**src/rtl/core/mdio22_pkg.sv**
```systemverilog
`default_nettype none

package mdio22_pkg;

    localparam int MAX_PREAMBLE_DEF = 32;
    localparam int FRAME_BITS       = 32;
    localparam int ACK_BIT          = 15;
    localparam int ADDR_W           = 5;
    localparam int DATA_W           = 16;
    localparam int PRE_W            = 6;
    localparam int CFG_IDX_W        = 1;

    typedef enum logic [1:0] {
        OP_TICK  = 2'd0,
        OP_READ  = 2'd1,
        OP_WRITE = 2'd2
    } t_mdio22_op;

    typedef enum logic [CFG_IDX_W-1:0] {
        CFG_PREAMBLE   = 1'b0,
        CFG_READ_SHIFT = 1'b1
    } t_mdio22_cfg;

    typedef struct packed {
        logic [1:0]        operation;
        logic [ADDR_W-1:0] phy_address;
        logic [ADDR_W-1:0] register_address;
        logic [DATA_W-1:0] write_data;
        logic              mdio_in;
    } t_mdio22_req;

    typedef struct packed {
        logic              mdc;
        logic              mdio_pull_low;
        logic              busy_res;
        logic              done_res;
        logic [DATA_W-1:0] read_data;
        logic              no_ack;
    } t_mdio22_res;

endpackage

`default_nettype wire

```
**src/rtl/core/mdio22_req_if.sv**
```systemverilog
`default_nettype none

interface mdio22_req_if;
    logic        valid;
    logic        ready;
    logic [1:0]  operation;
    logic [4:0]  phy_address;
    logic [4:0]  register_address;
    logic [15:0] write_data;
    logic        mdio_in;

    modport source (
        output valid, operation, phy_address, register_address, write_data, mdio_in,
        input  ready
    );
    modport sink (
        input  valid, operation, phy_address, register_address, write_data, mdio_in,
        output ready
    );
endinterface

`default_nettype wire

```
**src/rtl/core/mdio22_rsp_if.sv**
```systemverilog
`default_nettype none

interface mdio22_rsp_if;
    logic        valid;
    logic        ready;
    logic        mdc;
    logic        mdio_pull_low;
    logic        busy_res;
    logic        done_res;
    logic [15:0] read_data;
    logic        no_ack;

    modport source (
        output valid, mdc, mdio_pull_low, busy_res, done_res, read_data, no_ack,
        input  ready
    );
    modport sink (
        input  valid, mdc, mdio_pull_low, busy_res, done_res, read_data, no_ack,
        output ready
    );
endinterface

`default_nettype wire

```
**src/rtl/core/mdio22_frame_engine.sv**
```systemverilog
`default_nettype none

module mdio22_frame_engine
    import mdio22_pkg::*;
#(
    parameter int MAX_PREAMBLE = MAX_PREAMBLE_DEF
) (
    input  wire logic              i_clk,
    input  wire logic              i_rst_n,
    input  wire logic              i_step,
    input  wire t_mdio22_req       i_req,
    input  wire logic [PRE_W-1:0]  i_preamble_bits,
    input  wire logic              i_read_shift,
    output t_mdio22_res            o_res
);

    localparam int END_TICK = 2 * (MAX_PREAMBLE + FRAME_BITS);
    localparam int TICK_W   = $clog2(END_TICK + 1);
    localparam int B_W      = TICK_W - 1;
    localparam int K_W      = $clog2(FRAME_BITS);

    logic [TICK_W-1:0]     r_tick,    n_tick;
    logic [FRAME_BITS-1:0] r_send,    n_send;
    logic [DATA_W-1:0]     r_cap,     n_cap;
    logic                  r_reading, n_reading;
    logic                  r_ack,     n_ack;
    logic                  r_active,  n_active;
    logic [DATA_W-1:0]     r_rdata,   n_rdata;
    logic                  r_noack,   n_noack;

    logic                  start;
    logic                  wr;
    logic [TICK_W-1:0]     pre_ext;
    logic [TICK_W-1:0]     pre_sat;
    logic [TICK_W-1:0]     t;
    logic [B_W-1:0]        b;
    logic [K_W-1:0]        k;
    logic                  bit_out;

    always_comb begin
        start   = !r_active && (i_req.operation == OP_READ || i_req.operation == OP_WRITE);
        wr      = (i_req.operation == OP_WRITE);
        pre_ext = TICK_W'(i_preamble_bits);
        pre_sat = (pre_ext > TICK_W'(MAX_PREAMBLE)) ? TICK_W'(MAX_PREAMBLE) : pre_ext;

        n_tick    = r_tick;
        n_send    = r_send;
        n_cap     = r_cap;
        n_reading = r_reading;
        n_ack     = r_ack;
        n_active  = r_active;
        n_rdata   = r_rdata;
        n_noack   = r_noack;

        o_res = '0;

        // new frame: load header and position from the preamble length
        if (start) begin
            n_reading = !wr;
            n_send    = {1'b0, 1'b1, (wr ? 2'b01 : 2'b10), i_req.phy_address,
                         i_req.register_address, (wr ? 2'b10 : 2'b11),
                         (wr ? i_req.write_data : {DATA_W{1'b1}})};
            n_tick    = TICK_W'(2 * MAX_PREAMBLE) - (pre_sat << 1);
            n_cap     = '0;
            n_ack     = 1'b0;
            n_active  = 1'b1;
        end

        t       = n_tick;
        b       = t[TICK_W-1:1];
        k       = K_W'(b - B_W'(MAX_PREAMBLE));
        bit_out = 1'b1;

        if (n_active) begin
            if (t >= TICK_W'(END_TICK)) begin
                if (n_reading) begin
                    if (n_ack) begin
                        n_rdata = i_read_shift ? (n_cap >> 1) : n_cap;
                        n_noack = 1'b0;
                    end else begin
                        n_noack = 1'b1;
                    end
                end
                o_res.done_res = 1'b1;
                n_active       = 1'b0;
                n_tick         = '0;
            end else begin
                if (b >= B_W'(MAX_PREAMBLE)) begin
                    bit_out = n_send[K_W'(FRAME_BITS - 1) - k];
                    if (n_reading && t[0]) begin
                        if (k == K_W'(ACK_BIT)) begin
                            n_ack = !i_req.mdio_in;
                        end else if (k > K_W'(ACK_BIT)) begin
                            n_cap = {n_cap[DATA_W-2:0], i_req.mdio_in};
                        end
                    end
                end
                o_res.mdc           = t[0];
                o_res.mdio_pull_low = !bit_out;
                o_res.busy_res      = 1'b1;
                n_tick              = t + 1'b1;
            end
        end

        o_res.read_data = n_rdata;
        o_res.no_ack    = n_noack;
    end

    always_ff @(posedge i_clk) begin
        if (!i_rst_n) begin
            r_tick    <= '0;
            r_send    <= '0;
            r_cap     <= '0;
            r_reading <= 1'b0;
            r_ack     <= 1'b0;
            r_active  <= 1'b0;
            r_rdata   <= '0;
            r_noack   <= 1'b0;
        end else if (i_step) begin
            r_tick    <= n_tick;
            r_send    <= n_send;
            r_cap     <= n_cap;
            r_reading <= n_reading;
            r_ack     <= n_ack;
            r_active  <= n_active;
            r_rdata   <= n_rdata;
            r_noack   <= n_noack;
        end
    end

endmodule

`default_nettype wire

```
**src/rtl/core/mdio22_out_stage.sv**
```systemverilog
`default_nettype none

module mdio22_out_stage
    import mdio22_pkg::*;
(
    input  wire logic        i_clk,
    input  wire logic        i_rst_n,
    input  wire logic        i_load,
    input  wire t_mdio22_res i_res,
    input  wire logic        i_ready,
    output logic             o_free,
    output logic             o_valid,
    output t_mdio22_res      o_res
);

    logic        r_valid;
    t_mdio22_res r_res;

    assign o_free  = !r_valid || i_ready;
    assign o_valid = r_valid;
    assign o_res   = r_res;

    always_ff @(posedge i_clk) begin
        if (!i_rst_n) begin
            r_valid <= 1'b0;
        end else if (i_load) begin
            r_valid <= 1'b1;
        end else if (i_ready) begin
            r_valid <= 1'b0;
        end
    end

    always_ff @(posedge i_clk) begin
        if (i_load) begin
            r_res <= i_res;
        end
    end

endmodule

`default_nettype wire

```
**src/rtl/core/mdio_clause22_frame_master.sv**
```systemverilog
// Clause 22 MDIO frame master. Each request is one half-period tick of the
// management clock and produces exactly one result: the mdc level, whether to
// pull the open-drain data line low, busy and done flags, and the stored data
// and no-acknowledge flag of the last finished read. A read or write request
// is taken only while idle. A request is taken every cycle; its result is
// computed combinationally and registered in the output stage, and the only thing that
// holds requests back is a full output register that the sink has not taken.
// Preamble length and read data shift are set through the write port; the
// preamble length is sampled at the start of each frame and the read data
// shift on the tick that finishes a read.
`default_nettype none

module mdio_clause22_frame_master
    import mdio22_pkg::*;
#(
    parameter int MAX_PREAMBLE = MAX_PREAMBLE_DEF
) (
    input  wire logic                 i_clk,
    input  wire logic                 i_rst_n,
    input  wire logic                 i_cfg_we,
    input  wire logic [CFG_IDX_W-1:0] i_cfg_idx,
    input  wire logic [PRE_W-1:0]     i_cfg_data,
    mdio22_req_if.sink                i_req,
    mdio22_rsp_if.source              o_rsp
);

    logic [PRE_W-1:0] r_preamble_bits;
    logic             r_read_shift;
    logic             free;
    logic             step;
    logic             out_valid;
    t_mdio22_req      req;
    t_mdio22_res      res;
    t_mdio22_res      out_res;

    always_ff @(posedge i_clk) begin
        if (!i_rst_n) begin
            r_preamble_bits <= PRE_W'(32);
            r_read_shift    <= 1'b1;
        end else if (i_cfg_we) begin
            unique case (t_mdio22_cfg'(i_cfg_idx))
                CFG_PREAMBLE:   r_preamble_bits <= i_cfg_data;
                CFG_READ_SHIFT: r_read_shift    <= i_cfg_data[0];
                default: ;
            endcase
        end
    end

    assign req.operation        = i_req.operation;
    assign req.phy_address      = i_req.phy_address;
    assign req.register_address = i_req.register_address;
    assign req.write_data       = i_req.write_data;
    assign req.mdio_in          = i_req.mdio_in;

    assign i_req.ready = free;
    assign step        = i_req.valid && free;

    mdio22_frame_engine #(
        .MAX_PREAMBLE (MAX_PREAMBLE)
    ) u_engine (
        .i_clk           (i_clk),
        .i_rst_n         (i_rst_n),
        .i_step          (step),
        .i_req           (req),
        .i_preamble_bits (r_preamble_bits),
        .i_read_shift    (r_read_shift),
        .o_res           (res)
    );

    mdio22_out_stage u_out (
        .i_clk   (i_clk),
        .i_rst_n (i_rst_n),
        .i_load  (step),
        .i_res   (res),
        .i_ready (o_rsp.ready),
        .o_free  (free),
        .o_valid (out_valid),
        .o_res   (out_res)
    );

    assign o_rsp.valid         = out_valid;
    assign o_rsp.mdc           = out_res.mdc;
    assign o_rsp.mdio_pull_low = out_res.mdio_pull_low;
    assign o_rsp.busy_res      = out_res.busy_res;
    assign o_rsp.done_res      = out_res.done_res;
    assign o_rsp.read_data     = out_res.read_data;
    assign o_rsp.no_ack        = out_res.no_ack;

    a_done_not_busy: assert property (@(posedge i_clk) disable iff (!i_rst_n)
        out_valid |-> !(out_res.done_res && out_res.busy_res))
        else $error("done and busy together");

    a_mdc_in_frame: assert property (@(posedge i_clk) disable iff (!i_rst_n)
        out_valid && out_res.mdc |-> out_res.busy_res)
        else $error("mdc high outside a frame");

    a_result_follows: assert property (@(posedge i_clk) disable iff (!i_rst_n)
        step |=> out_valid)
        else $error("accepted request gave no result");

endmodule

`default_nettype wire

```
**src/flat_wrapper.sv**
```systemverilog
// flat-port wrapper written by rule: the top's interface ports become plain ports
module mdio_clause22_frame_master_flat import mdio22_pkg::*;
#(
    parameter int MAX_PREAMBLE = MAX_PREAMBLE_DEF
)
  (i_clk, i_rst_n, i_cfg_we, i_cfg_idx, i_cfg_data, i_req_valid, i_req_operation, i_req_phy_address, i_req_register_address, i_req_write_data, i_req_mdio_in, i_req_ready, o_rsp_valid, o_rsp_mdc, o_rsp_mdio_pull_low, o_rsp_busy_res, o_rsp_done_res, o_rsp_read_data, o_rsp_no_ack, o_rsp_ready);
  mdio22_req_if i_req_i ();
  mdio22_rsp_if o_rsp_i ();
  input  wire logic i_clk;
  input  wire logic i_rst_n;
  input  wire logic i_cfg_we;
  input  wire logic [CFG_IDX_W-1:0] i_cfg_idx;
  input  wire logic [PRE_W-1:0] i_cfg_data;
  input wire logic [$bits(i_req_i.valid)-1:0] i_req_valid;
  input wire logic [$bits(i_req_i.operation)-1:0] i_req_operation;
  input wire logic [$bits(i_req_i.phy_address)-1:0] i_req_phy_address;
  input wire logic [$bits(i_req_i.register_address)-1:0] i_req_register_address;
  input wire logic [$bits(i_req_i.write_data)-1:0] i_req_write_data;
  input wire logic [$bits(i_req_i.mdio_in)-1:0] i_req_mdio_in;
  output wire logic [$bits(i_req_i.ready)-1:0] i_req_ready;
  output wire logic [$bits(o_rsp_i.valid)-1:0] o_rsp_valid;
  output wire logic [$bits(o_rsp_i.mdc)-1:0] o_rsp_mdc;
  output wire logic [$bits(o_rsp_i.mdio_pull_low)-1:0] o_rsp_mdio_pull_low;
  output wire logic [$bits(o_rsp_i.busy_res)-1:0] o_rsp_busy_res;
  output wire logic [$bits(o_rsp_i.done_res)-1:0] o_rsp_done_res;
  output wire logic [$bits(o_rsp_i.read_data)-1:0] o_rsp_read_data;
  output wire logic [$bits(o_rsp_i.no_ack)-1:0] o_rsp_no_ack;
  input wire logic [$bits(o_rsp_i.ready)-1:0] o_rsp_ready;
  assign i_req_i.valid = i_req_valid;
  assign i_req_i.operation = i_req_operation;
  assign i_req_i.phy_address = i_req_phy_address;
  assign i_req_i.register_address = i_req_register_address;
  assign i_req_i.write_data = i_req_write_data;
  assign i_req_i.mdio_in = i_req_mdio_in;
  assign i_req_ready = i_req_i.ready;
  assign o_rsp_valid = o_rsp_i.valid;
  assign o_rsp_mdc = o_rsp_i.mdc;
  assign o_rsp_mdio_pull_low = o_rsp_i.mdio_pull_low;
  assign o_rsp_busy_res = o_rsp_i.busy_res;
  assign o_rsp_done_res = o_rsp_i.done_res;
  assign o_rsp_read_data = o_rsp_i.read_data;
  assign o_rsp_no_ack = o_rsp_i.no_ack;
  assign o_rsp_i.ready = o_rsp_ready;
  mdio_clause22_frame_master #(.MAX_PREAMBLE(MAX_PREAMBLE)) u_core (.i_clk(i_clk), .i_rst_n(i_rst_n), .i_cfg_we(i_cfg_we), .i_cfg_idx(i_cfg_idx), .i_cfg_data(i_cfg_data), .i_req(i_req_i), .o_rsp(o_rsp_i));
endmodule
```
**config.mk**
```make
export PLATFORM = sky130hd
export DESIGN_NAME = mdio_clause22_frame_master_flat
export DESIGN_NICKNAME = d
export VERILOG_FILES = /design/src/rtl/core/mdio22_pkg.sv /design/src/rtl/core/mdio22_req_if.sv /design/src/rtl/core/mdio22_rsp_if.sv /design/src/rtl/core/mdio22_frame_engine.sv /design/src/rtl/core/mdio22_out_stage.sv /design/src/rtl/core/mdio_clause22_frame_master.sv /design/src/flat_wrapper.sv
export SDC_FILE = /design/constraint.sdc
export NUM_CORES = 1
export LEC_CHECK = 0
export BUFFER_PORTS_ARGS = -buffer_cell sky130_fd_sc_hd__buf_2
export CORE_ASPECT_RATIO = 0.6
export CORE_MARGIN = 10
export CORE_UTILIZATION = 45
export DETAILED_ROUTE_END_ITERATION = 7
export PLACE_DENSITY = 0.74
export SLEW_MARGIN = 20
export SYNTH_ARGS = -nofsm -noshare
export SYNTH_HDL_FRONTEND = slang
export SYNTH_SLANG_ARGS = --single-unit
```
**constraint.sdc**
```tcl
create_clock -name i_clk -period 3.6 [get_ports i_clk]
set_input_delay 0.36 -clock i_clk [delete_from_list [all_inputs] [get_ports i_clk]]
set_output_delay 0.36 -clock i_clk [all_outputs]
set_load 0.005 [all_outputs]
```
# --- Word-level counts from Yosys, hierarchy flattened ---
# Cells that the tools add are included.
# W data, S select, Z words.
op_classes:
  n_addsub: 4
  order_cmp: 5
  eq_ne: 3
  muxes: 43
  bitwise_logic: 2
  n_reduce_logical: 14
ops:
  columns: ["cell", "n"]
  rows:
  - ["$mux W16", 13]
  - ["$mux W32", 1]
  - ["$mux W8", 3]
  - ["$mux W1", 23]
  - ["$add A8 B1 Y8 const B", 1]
  - ["$ge A8 B8 Y1 const B", 1]
  - ["$sub A7 B7 Y8 const A", 1]
  - ["$ge A7 B6 Y1 const B", 1]
  - ["$gt A6 B6 Y1 const B", 1]
  - ["$lt A5 B6 Y1 const B", 1]
  - ["$mux W6", 1]
  - ["$bmux W1 S5", 1]
  - ["$eq A5 B4 Y1 const B", 1]
  - ["$gt A5 B4 Y1 const B", 1]
  - ["$logic_not A1 Y1", 5]
  - ["$sub A5 B1 Y5 const B", 1]
  - ["$sub A5 B5 Y5 const A", 1]
  - ["$reduce_and A2 Y1", 2]
  - ["$logic_and A1 B1 Y1", 3]
  - ["$eq A2 B1 Y1 const B", 1]
  - ["$eq A2 B2 Y1 const B", 1]
  - ["$logic_or A1 B1 Y1", 2]
  - ["$mux W2", 1]
  - ["$not A1 Y1", 2]
  - ["other kinds (2)", 2]
totals:
  register_bits: 105
  output_inout_bits: 23
  elab_cells: 88

# --- Longest topological paths before layout ---
# Gate-level depths: netlist of run 1.
logic_depth:
  word_depth: 12
  mapped_depth: 11

# --- Cells and area by module ---
# A second synthesis of run 1 with hierarchy kept.
hier_totals:
  hier_cells: 544
  hier_area_um2: 4992.3
modules_own_cells:
  columns: ["mod", "n_inst", "cells_each", "area_per_inst_um2"]
  rows:
  - ["mdio22_frame_engine", 1, 487, 4010.1]
  - ["mdio22_out_stage", 1, 25, 679.4]
  - ["mdio_clause22_frame_master", 1, 32, 302.8]

# --- Worst setup path after synthesis of run 1 ---
# No wires, ideal clock.
synth_timing:
  path_type: "input to register"
  start: "input port i_req_operation[0]"
  end: "register u_core.u_out.r_res, in the netlist u_core.u_out.o_res[19], data pin"
  setup_time_ps: 261
  arrival_time_ps: 2246
  path_slack_ps: 1093
  cell_stages: 9
  n_path_buf: 1
  cell_sequence: "inv_1 > ha_1 > buf_2 > nor2_2 > mux2_2 > a211oi_1 > a211oi_2 > o2111a_1 > o32a_1"
synth_via:
  elab_chain_len: 12
synth_rtl:
  columns: ["element", "line", "source"]
  rows:
  - ["start: declaration", "flat_wrapper.sv:15", "input wire logic [$bits(i_req_i.operation)-1:0] i_req_operation;"]
  - ["$eq A2 B1 Y1 / $eq A2 B2 Y1 (equally long branches)", "mdio22_frame_engine.sv:41, mdio22_frame_engine.sv:42", null]
  - ["$logic_or A1 B1 Y1", "mdio22_frame_engine.sv:41", "start = !r_active && (i_req.operation == OP_READ || i_req.operation == OP_WRITE);"]
  - ["$logic_and A1 B1 Y1", "mdio22_frame_engine.sv:41", null]
  - ["$mux W8", "mdio22_frame_engine.sv:58", "if (start) begin"]
  - ["$sub A5 B1 Y5", "mdio22_frame_engine.sv:71", "k = K_W'(b - B_W'(MAX_PREAMBLE));"]
  - ["$sub A5 B5 Y5", "mdio22_frame_engine.sv:89", "bit_out = n_send[K_W'(FRAME_BITS - 1) - k];"]
  - ["$bmux W1 S5", "mdio22_frame_engine.sv:89", null]
  - ["$mux W1 (implied by the code)", "mdio22_frame_engine.sv:89", null]
  - ["$mux W1", "mdio22_frame_engine.sv:88", "if (b >= B_W'(MAX_PREAMBLE)) begin"]
  - ["$mux W1", "mdio22_frame_engine.sv:75", "if (t >= TICK_W'(END_TICK)) begin"]
  - ["$mux W1", "mdio22_frame_engine.sv:74", "if (n_active) begin"]
  - ["$logic_not A1 Y1", "mdio22_frame_engine.sv:99", "o_res.mdio_pull_low = !bit_out;"]
  - ["end signal: assignment", "mdio22_out_stage.sv:35", "r_res <= i_res;"]
  - ["end: declaration", "mdio22_out_stage.sv:17", "t_mdio22_res r_res;"]
# Parallel ways exist; a longest one is shown, timed or not. The select of a mux whose other input is x is not followed.
# A chain may end at the register's enable or synchronous reset.

# --- Final worst setup path of run 1 ---
layout_timing:
  start: "register u_core.u_engine.r_active"
  end: "register u_core.u_engine.r_tick[5]"
layout_via:
  elab_chain_len: 6
layout_rtl:
  columns: ["element", "line", "source"]
  rows:
  - ["start: declaration", "mdio22_frame_engine.sv:27", "logic r_active, n_active;"]
  - ["start signal: assignment", "mdio22_frame_engine.sv:125", "r_active <= n_active;"]
  - ["$logic_not A1 Y1", "mdio22_frame_engine.sv:41", null]
  - ["$logic_and A1 B1 Y1", "mdio22_frame_engine.sv:41", null]
  - ["$mux W8", "mdio22_frame_engine.sv:58", null]
  - ["$add A8 B1 Y8 / $ge A8 B8 Y1 (equally long branches)", "mdio22_frame_engine.sv:101, mdio22_frame_engine.sv:75", null]
  - ["$mux W8", "mdio22_frame_engine.sv:75", null]
  - ["$mux W8 (*)", "mdio22_frame_engine.sv:74", null]
  - ["end signal: assignment", "mdio22_frame_engine.sv:120", "r_tick <= n_tick;"]
  - ["end: declaration", "mdio22_frame_engine.sv:22", "logic [TICK_W-1:0] r_tick, n_tick;"]
# Mark *: on every way between the ends. The rest lies on a longest branch, timed or not.

==> flow_summary.json, run 1 <==
{
  "regToRegStartpoint": "u_core.u_engine.r_active",
  "cts_root_buf": "clkbuf_16",
  "drtIter0Drc": 375,
  "crit_fanout": 15,
  "synth_area_per_cell_sq_um": 9.367,
  "cts_max_level": 3,
  "end_kind": "flip-flop",
  "grt_pass1_wl_um": 22250,
  "crit_path_max_incr_delay_ps": 630,
  "slew_headroom_pct": 30.97,
  "drv_cap": 0,
  "cts_resized": 0,
  "ctsHoldBuffers": 0,
  "nFillCells": 1030,
  "cpMaxStageDelayCell": "dfxtp_1",
  "ys_seq_area_share_pct": 45.29,
  "reg2reg_depth": 6,
  "synth-adder-area-share_pct": 0.7353,
  "min_path_cells": 3,
  "crit_chain": "or2_1 -> and2_1 -> a32oi_1 -> nor4_1 -> nor4b_1 -> a311o_1",
  "layout.cells.non_filler": 741,
  "maxSlewViolCount": 0,
  "coreArea_sq_um": 11190,
  "yosys.area_share.simple_pct": 19.71,
  "worst-path-buf-inv": 0,
  "antenna_found_initial": 0,
  "crit_arrival_ps": 2970,
  "drt_wl_total_um": 13960,
  "areaGrowthSynthToFinish_pct": 15.17,
  "dp_hpwl_um": 10090,
  "drc_errors": 0,
  "initial_utilization_pct": 45.64,
  "place.gp.congestion": 0.8641,
  "holdPathEnd": "u_core.r_preamble_bits[5]",
  "cp-start-kind": "flip-flop",
  "synthArstFlopShare_pct": 0,
  "core.rowCount": 30,
  "synth_compound_gate_area_share_pct": 19.26,
  "cts_buffer_depth": 2,
  "drive_above_1_share_pct": 18.09,
  "hold_start": "i_cfg_data[5]",
  "cts_tree": "yes",
  "grt_max_degree": 46,
  "ys_seq_elements": 105,
  "clk_latency_ps": 350,
  "synth_xor_xnor_area_share_pct": 0.6863,
  "finalSetupTns_ps": 0,
  "setup_viol": 0,
  "synth-edff-count": 21,
  "final_common_cell": "nand2_1",
  "netlist_area_sq_um": 5105,
  "grt_pass1_vias": 4117,
  "ir_worst_vdd_uv": 215.0,
  "final_nets": 636,
  "mostFrequentLayoutCells": "nand2_1, dfxtp_1, buf_2",
  "timing.rr.end": "u_core.u_engine.r_tick[5]",
  "dieArea_sq_um": 16140,
  "viasPerCell": 5.775,
  "muxShareOfSynthArea_pct": 10.59,
  "p_total_mw": 2.747,
  "dieWidth_um": 157.5,
  "max_slew.worst_pin.slew_ps": 1028,
  "final_hold_viol_count": 0,
  "dr.pass1.iters": 5,
  "diodes": 0,
  "ys.flop_type": "dfxtp_1",
  "crit_family": "simple AND/OR/NAND/NOR gates",
  "post_drt_wl_per_cell_um": 18.84,
  "p_leak_nw": 2.310,
  "syn_nets": 589,
  "cts_sinks": 105,
  "min_path_type": "in2reg",
  "crit_required_ps": 3840,
  "cts-buffers-inserted": 9,
  "finClkSkew_ps": 8.977,
  "die_h_um": 102.5,
  "fmax_mhz": 366.1,
  "period_needed_ps": 2731,
  "path_class": "reg2reg",
  "synth_cell_type_count": 63,
  "dr_total_vias": 4279,
  "cts_setup_buffers": 0,
  "synth_top_family_by_area": "simple AND/OR/NAND/NOR gates",
  "overflow": 0,
  "dp.cells": 725,
  "grt.total_usage_pct": 17.39,
  "rsz0062_at_grt": "no",
  "outcome": "completed",
  "r2r_setup_slack_ps": 870,
  "ios": 64,
  "port_buffers": 63,
  "drtAntennaViolNets": 0,
  "p_per_area_nw_per_um2": 467.3,
  "clk_pin_slew_worst_paths_ps": 70,
  "syn_inst": 545,
  "fin_crit_sh_pct": 75.87,
  "cp_num_cells": 6,
  "yosys_warnings": 0
}
-- how the worst max path moves through the flow --
stage,from,endpoint,slack [ps]
after global routing,u_core.u_engine.r_active,u_core.u_engine.r_tick[5],640
after global placement,i_req_operation[0],u_core.u_engine.r_tick[5],680
final,u_core.u_engine.r_active,u_core.u_engine.r_tick[5],870
after CTS,u_core.u_engine.r_active,u_core.u_engine.r_tick[5],940
after detailed placement,i_req_operation[0],u_core.u_out.o_res[19],610
after floorplan,i_req_operation[0],u_core.u_out.o_res[19],1090
-- through the flow --
step	utilization, %	instance area, sq um	worst slack (ps)	hold slack (ps)
5_1_grt	52.56	5879	642.6	258.0
2_1_floorplan	-	5105	1093	430.5
3_3_place_gp	49.43	5529	676.9	438.6
3_5_place_dp	49.43	5529	609.0	445.3
6_report	52.56	5879	868.9	241.3
4_1_cts	52.56	5879	943.5	230.0
-- logic make-up after synthesis --
kind of cell | count (synthesis)
and+or+nand+nor | 203
AOI/OAI and AO/OA | 137
DFF | 105
muxes | 47
buffers and inverters | 46
xor gates and xnor gates | 4
adders and majority gates | 3
-- tightest hold or removal path, cell delays in order --
cell,delay (ps)
buf_2,70
nand2_1,40
o211ai_1,80
-- synth_stat cells (all sizes together), types with 11 or more instances --
| cell type | instances | area (sq um) |
|---|---|---|
| nand2 | 90 | 337.8 |
| a22oi | 15 | 112.6 |
| buf | 13 | 66.31 |
| a21oi | 18 | 90.09 |
| nor2b | 11 | 68.82 |
| nor2 | 35 | 133.9 |
| o21ai | 31 | 155.1 |
| nand3b | 13 | 97.59 |
| a21boi | 20 | 150.1 |
| clkbuf | 26 | 97.59 |
| dfxtp | 84 | 1682 |
| mux2i | 36 | 360.4 |
| edfxtp | 21 | 630.6 |
| o211a | 12 | 120.1 |
-- layout make-up --
cell class / count / area (sq um) / share of cell area (%)
multi-input combinational: 394 / 2605 / 44.31
clock inverter: 7 / 125.1 / 2.128
sequential: 105 / 2312 / 39.33
timing repair buffer: 75 / 405.4 / 6.895
inverter: 7 / 26.28 / 0.4469
clock buffer: 9 / 225.2 / 3.831
tap: 144 / 180.2 / 3.064
-- state kept, by name, indices dropped and copies added (netlist names) --
signal / cells
u_core.u_out.o_res: 21
u_core.r_read_shift: 1
u_core.u_engine.r_tick: 8
u_core.u_engine.r_cap: 16
u_core.u_out.o_valid: 1
u_core.u_engine.r_ack: 1
u_core.u_engine.r_active: 1
u_core.u_engine.r_noack: 1
u_core.u_engine.r_send: 32
u_core.r_preamble_bits: 6
u_core.u_engine.r_reading: 1
u_core.u_engine.r_rdata: 16
-- per-layer routing --
metal,share of wire (%),GRT usage [%],up-vias
met3,7.6,5.667,7
met4,0.62,4.077,0
met1,53,25.76,2078
met5,0,0,-
met2,39,23.56,122
li1,-,-,2072
-- report_power, final --
part	internal, mW	switching, mW
clock	0.687	0.464
combinational	0.126	0.178
sequential	1.25	0.0443
total	2.06	0.687
Power figures use the tool's default switching activity.
==> run 2: changes to the inputs <==
- ABC_AREA: default -> 1
- clock period: 3.6 -> 2.8 ns (I/O delays scaled with it)
==> run 2 against run 1 <==
Global-route usage is 0.87 points lower. Total power is 38% higher. Sequential share of layout area is 2.0 points lower. Clock power is 19% higher. Design area is 5.3% higher. Final cell count is 31% higher. Synthesized area is 5.3% higher. Critical path depth is 12 higher. Combinational power is 130% higher. Flip-flop and latch count stayed put. Critical path type unchanged. Highest routed layer unchanged.
==> flow_summary.json, run 2 <==
{
  "grt_pass1_wl_um": 23320,
  "dr_total_vias": 5085,
  "place_area_sq_um": 5872,
  "netlist.area_leader.share_pct": 31.27,
  "mostFrequentLayoutCells": "nand2_1, inv_1, dfxtp_1",
  "outcome": "completed",
  "top_register": "u_core.u_engine.r_send",
  "cts_buffer_depth": 2,
  "finClkSkew_ps": 8.682,
  "wl_met2_um": 4909,
  "dp_hpwl_um": 10250,
  "place.gp.congestion": 0.9576,
  "syn_inst": 751,
  "crit_arrival_ps": 2540,
  "finalSetupTns_ps": 0,
  "cts_sinks": 105,
  "initial_utilization_pct": 46.82,
  "dp_worst_setup_slack_ps": 277.9,
  "top_layer": "met4",
  "maxSlewViolCount": 0,
  "synth_top_area_cell": "dfxtp_1",
  "muxShareOfSynthArea_pct": 0,
  "viasPerCell": 5.248,
  "dieArea_sq_um": 16870,
  "dp.cells": 953,
  "dr_wl_met3_um": 1603,
  "port_buffers": 63,
  "antenna_found_initial": 0,
  "drive_above_1_share_pct": 16.07,
  "period_needed_ps": 2437,
  "whs_ps": 174.1,
  "synth_top_family_by_area": "simple AND/OR/NAND/NOR gates",
  "design_area_sq_um": 6192,
  "final_util_pct": 53.91,
  "cts_root_buf": "clkbuf_16",
  "ios": 64,
  "synth_cell_type_count": 37,
  "synth_compound_gate_area_share_pct": 21.54,
  "p_sw_share_pct": 28.82,
  "cts_tree": "yes",
  "drc_errors": 0,
  "clk_pin_slew_worst_paths_ps": 70,
  "synthArstFlopShare_pct": 0,
  "yosys-top-cells-area": "dfxtp_1, edfxtp_1, nand2_1, inv_1, a21oi_1",
  "ys_seq_area_share_pct": 43.00,
  "drt_wl_total_um": 14160,
  "yosys.area_share.simple_pct": 23.43,
  "coreArea_sq_um": 11490,
  "synth-adder-area-share_pct": 0.6980,
  "cts_setup_buffers": 0,
  "synth-edff-count": 21,
  "fmax_mhz": 410.4,
  "areaGrowthSynthToFinish_pct": 15.15,
  "wl_met1_um": 7524,
  "ys_seq_elements": 105,
  "setup_viol": 0,
  "drtAntennaViolNets": 0,
  "die_h_um": 104.7,
  "overflow": 0,
  "drtIter0Drc": 582,
  "p_seq_share_pct": 45.2,
  "final_common_cell": "nand2_1",
  "p_total_mw": 3.790,
  "power_frac_comb_pct": 18.7,
  "ir_worst_vdd_uv": 318.6,
  "fin_crit_sh_pct": 87.03,
  "slew_headroom_pct": 37.79,
  "setup_ws_ps": 363.3,
  "reg2reg_depth": 18,
  "ys.flop_type": "dfxtp_1",
  "synth.most_common_cell": "nand2_1",
  "dieWidth_um": 161.1,
  "cp-start-kind": "flip-flop",
  "crit_required_ps": 2910,
  "post_drt_wl_per_cell_um": 14.61,
  "r2r_setup_slack_ps": 360,
  "grt_max_degree": 36,
  "p_leak_nw": 2.828,
  "netlist_area_sq_um": 5378,
  "ctsHoldBuffers": 0,
  "min_path_type": "in2reg",
  "cts-buffers-inserted": 9,
  "syn_nets": 795,
  "rsz0062_at_grt": "no",
  "synth_xor_xnor_area_share_pct": 0.3257,
  "core.rowCount": 30,
  "largest_reg_flops": 32,
  "p_int_mw": 2.698,
  "end_kind": "flip-flop",
  "path_class": "reg2reg",
  "diodes": 0,
  "yosys_warnings": 0,
  "max_slew.worst_pin.slew_ps": 932.2,
  "cts_resized": 0,
  "crit_fanout": 7,
  "p_per_area_nw_per_um2": 612.1,
  "grt_pass1_vias": 4469,
  "min_path_cells": 3,
  "dr.pass1.iters": 5,
  "layout.cells.non_filler": 969,
  "cts_max_level": 3,
  "final_nets": 848,
  "final_hold_viol_count": 0,
  "p_switching_mw": 1.092,
  "power.clock.fraction_pct": 36.1,
  "synth_area_per_cell_sq_um": 7.161,
  "clk_latency_ps": 350,
  "drv_cap": 0,
  "synthTopCellsByCount": "nand2_1, inv_1, dfxtp_1",
  "grt.total_usage_pct": 16.51
}
## run 2: cell families after synthesis
group / count (synthesis)
buf+inv: 149
compound gates: 204
fa+ha+maj: 3
xor+xnor: 2
simple gates: 288
flops: 105
## run 2: final cells by class
type                            instances  area (sq um)
Clock buffer                           10         229.0
Clock inverter                          6         88.84
Fill cell                            1141          5294
Inverter                              108         405.4
Multi-Input combinational cell        497          2479
Sequential cell                       105          2312
Tap cell                              160         200.2
Timing Repair Buffer                   83         478.0
## run 2: power by group through the flow
stage / Combinational [mW] / Sequential (mW) / Clock, mW
2_1_floorplan: 0.493 / 1.73 / 0
3_3_place_gp: 0.693 / 1.74 / 0
3_5_place_dp: 0.694 / 1.74 / 0
4_1_cts: 0.699 / 1.71 / 1.38
5_1_grt: 0.801 / 1.72 / 1.45
6_report: 0.710 / 1.71 / 1.37
## run 2: final timing paths
check	start	end
max reg2reg	u_core.r_preamble_bits[2]	u_core.u_out.o_res[19]
min	i_cfg_data[4]	u_core.r_preamble_bits[4]
min reg2reg	u_core.u_engine.r_send[23]	u_core.u_engine.r_send[23]
max	u_core.r_preamble_bits[2]	u_core.u_out.o_res[19]
## run 2: metal layers
metal | vias up | GRT usage, %
li1 | 2581 | -
met1 | 2255 | 26.64
met2 | 237 | 19.68
met4 | 0 | 4.140
met3 | 12 | 5.016
met5 | - | 0
## run 2: critical path: stages (launching register included)
cell and delay, ps:
dfxtp_1 390, inv_1 100, nand3_1 120, nand2_1 90, nand2_1 80, ha_1 180, inv_1 70, nand3_1 80
nand3_1 130, nand2_1 190, inv_2 120, nor2_1 190, nand3_1 120, nand2_1 70, inv_1 40, nand3_1 50
nand3_1 70, nand2_1 70, nor2_1 40
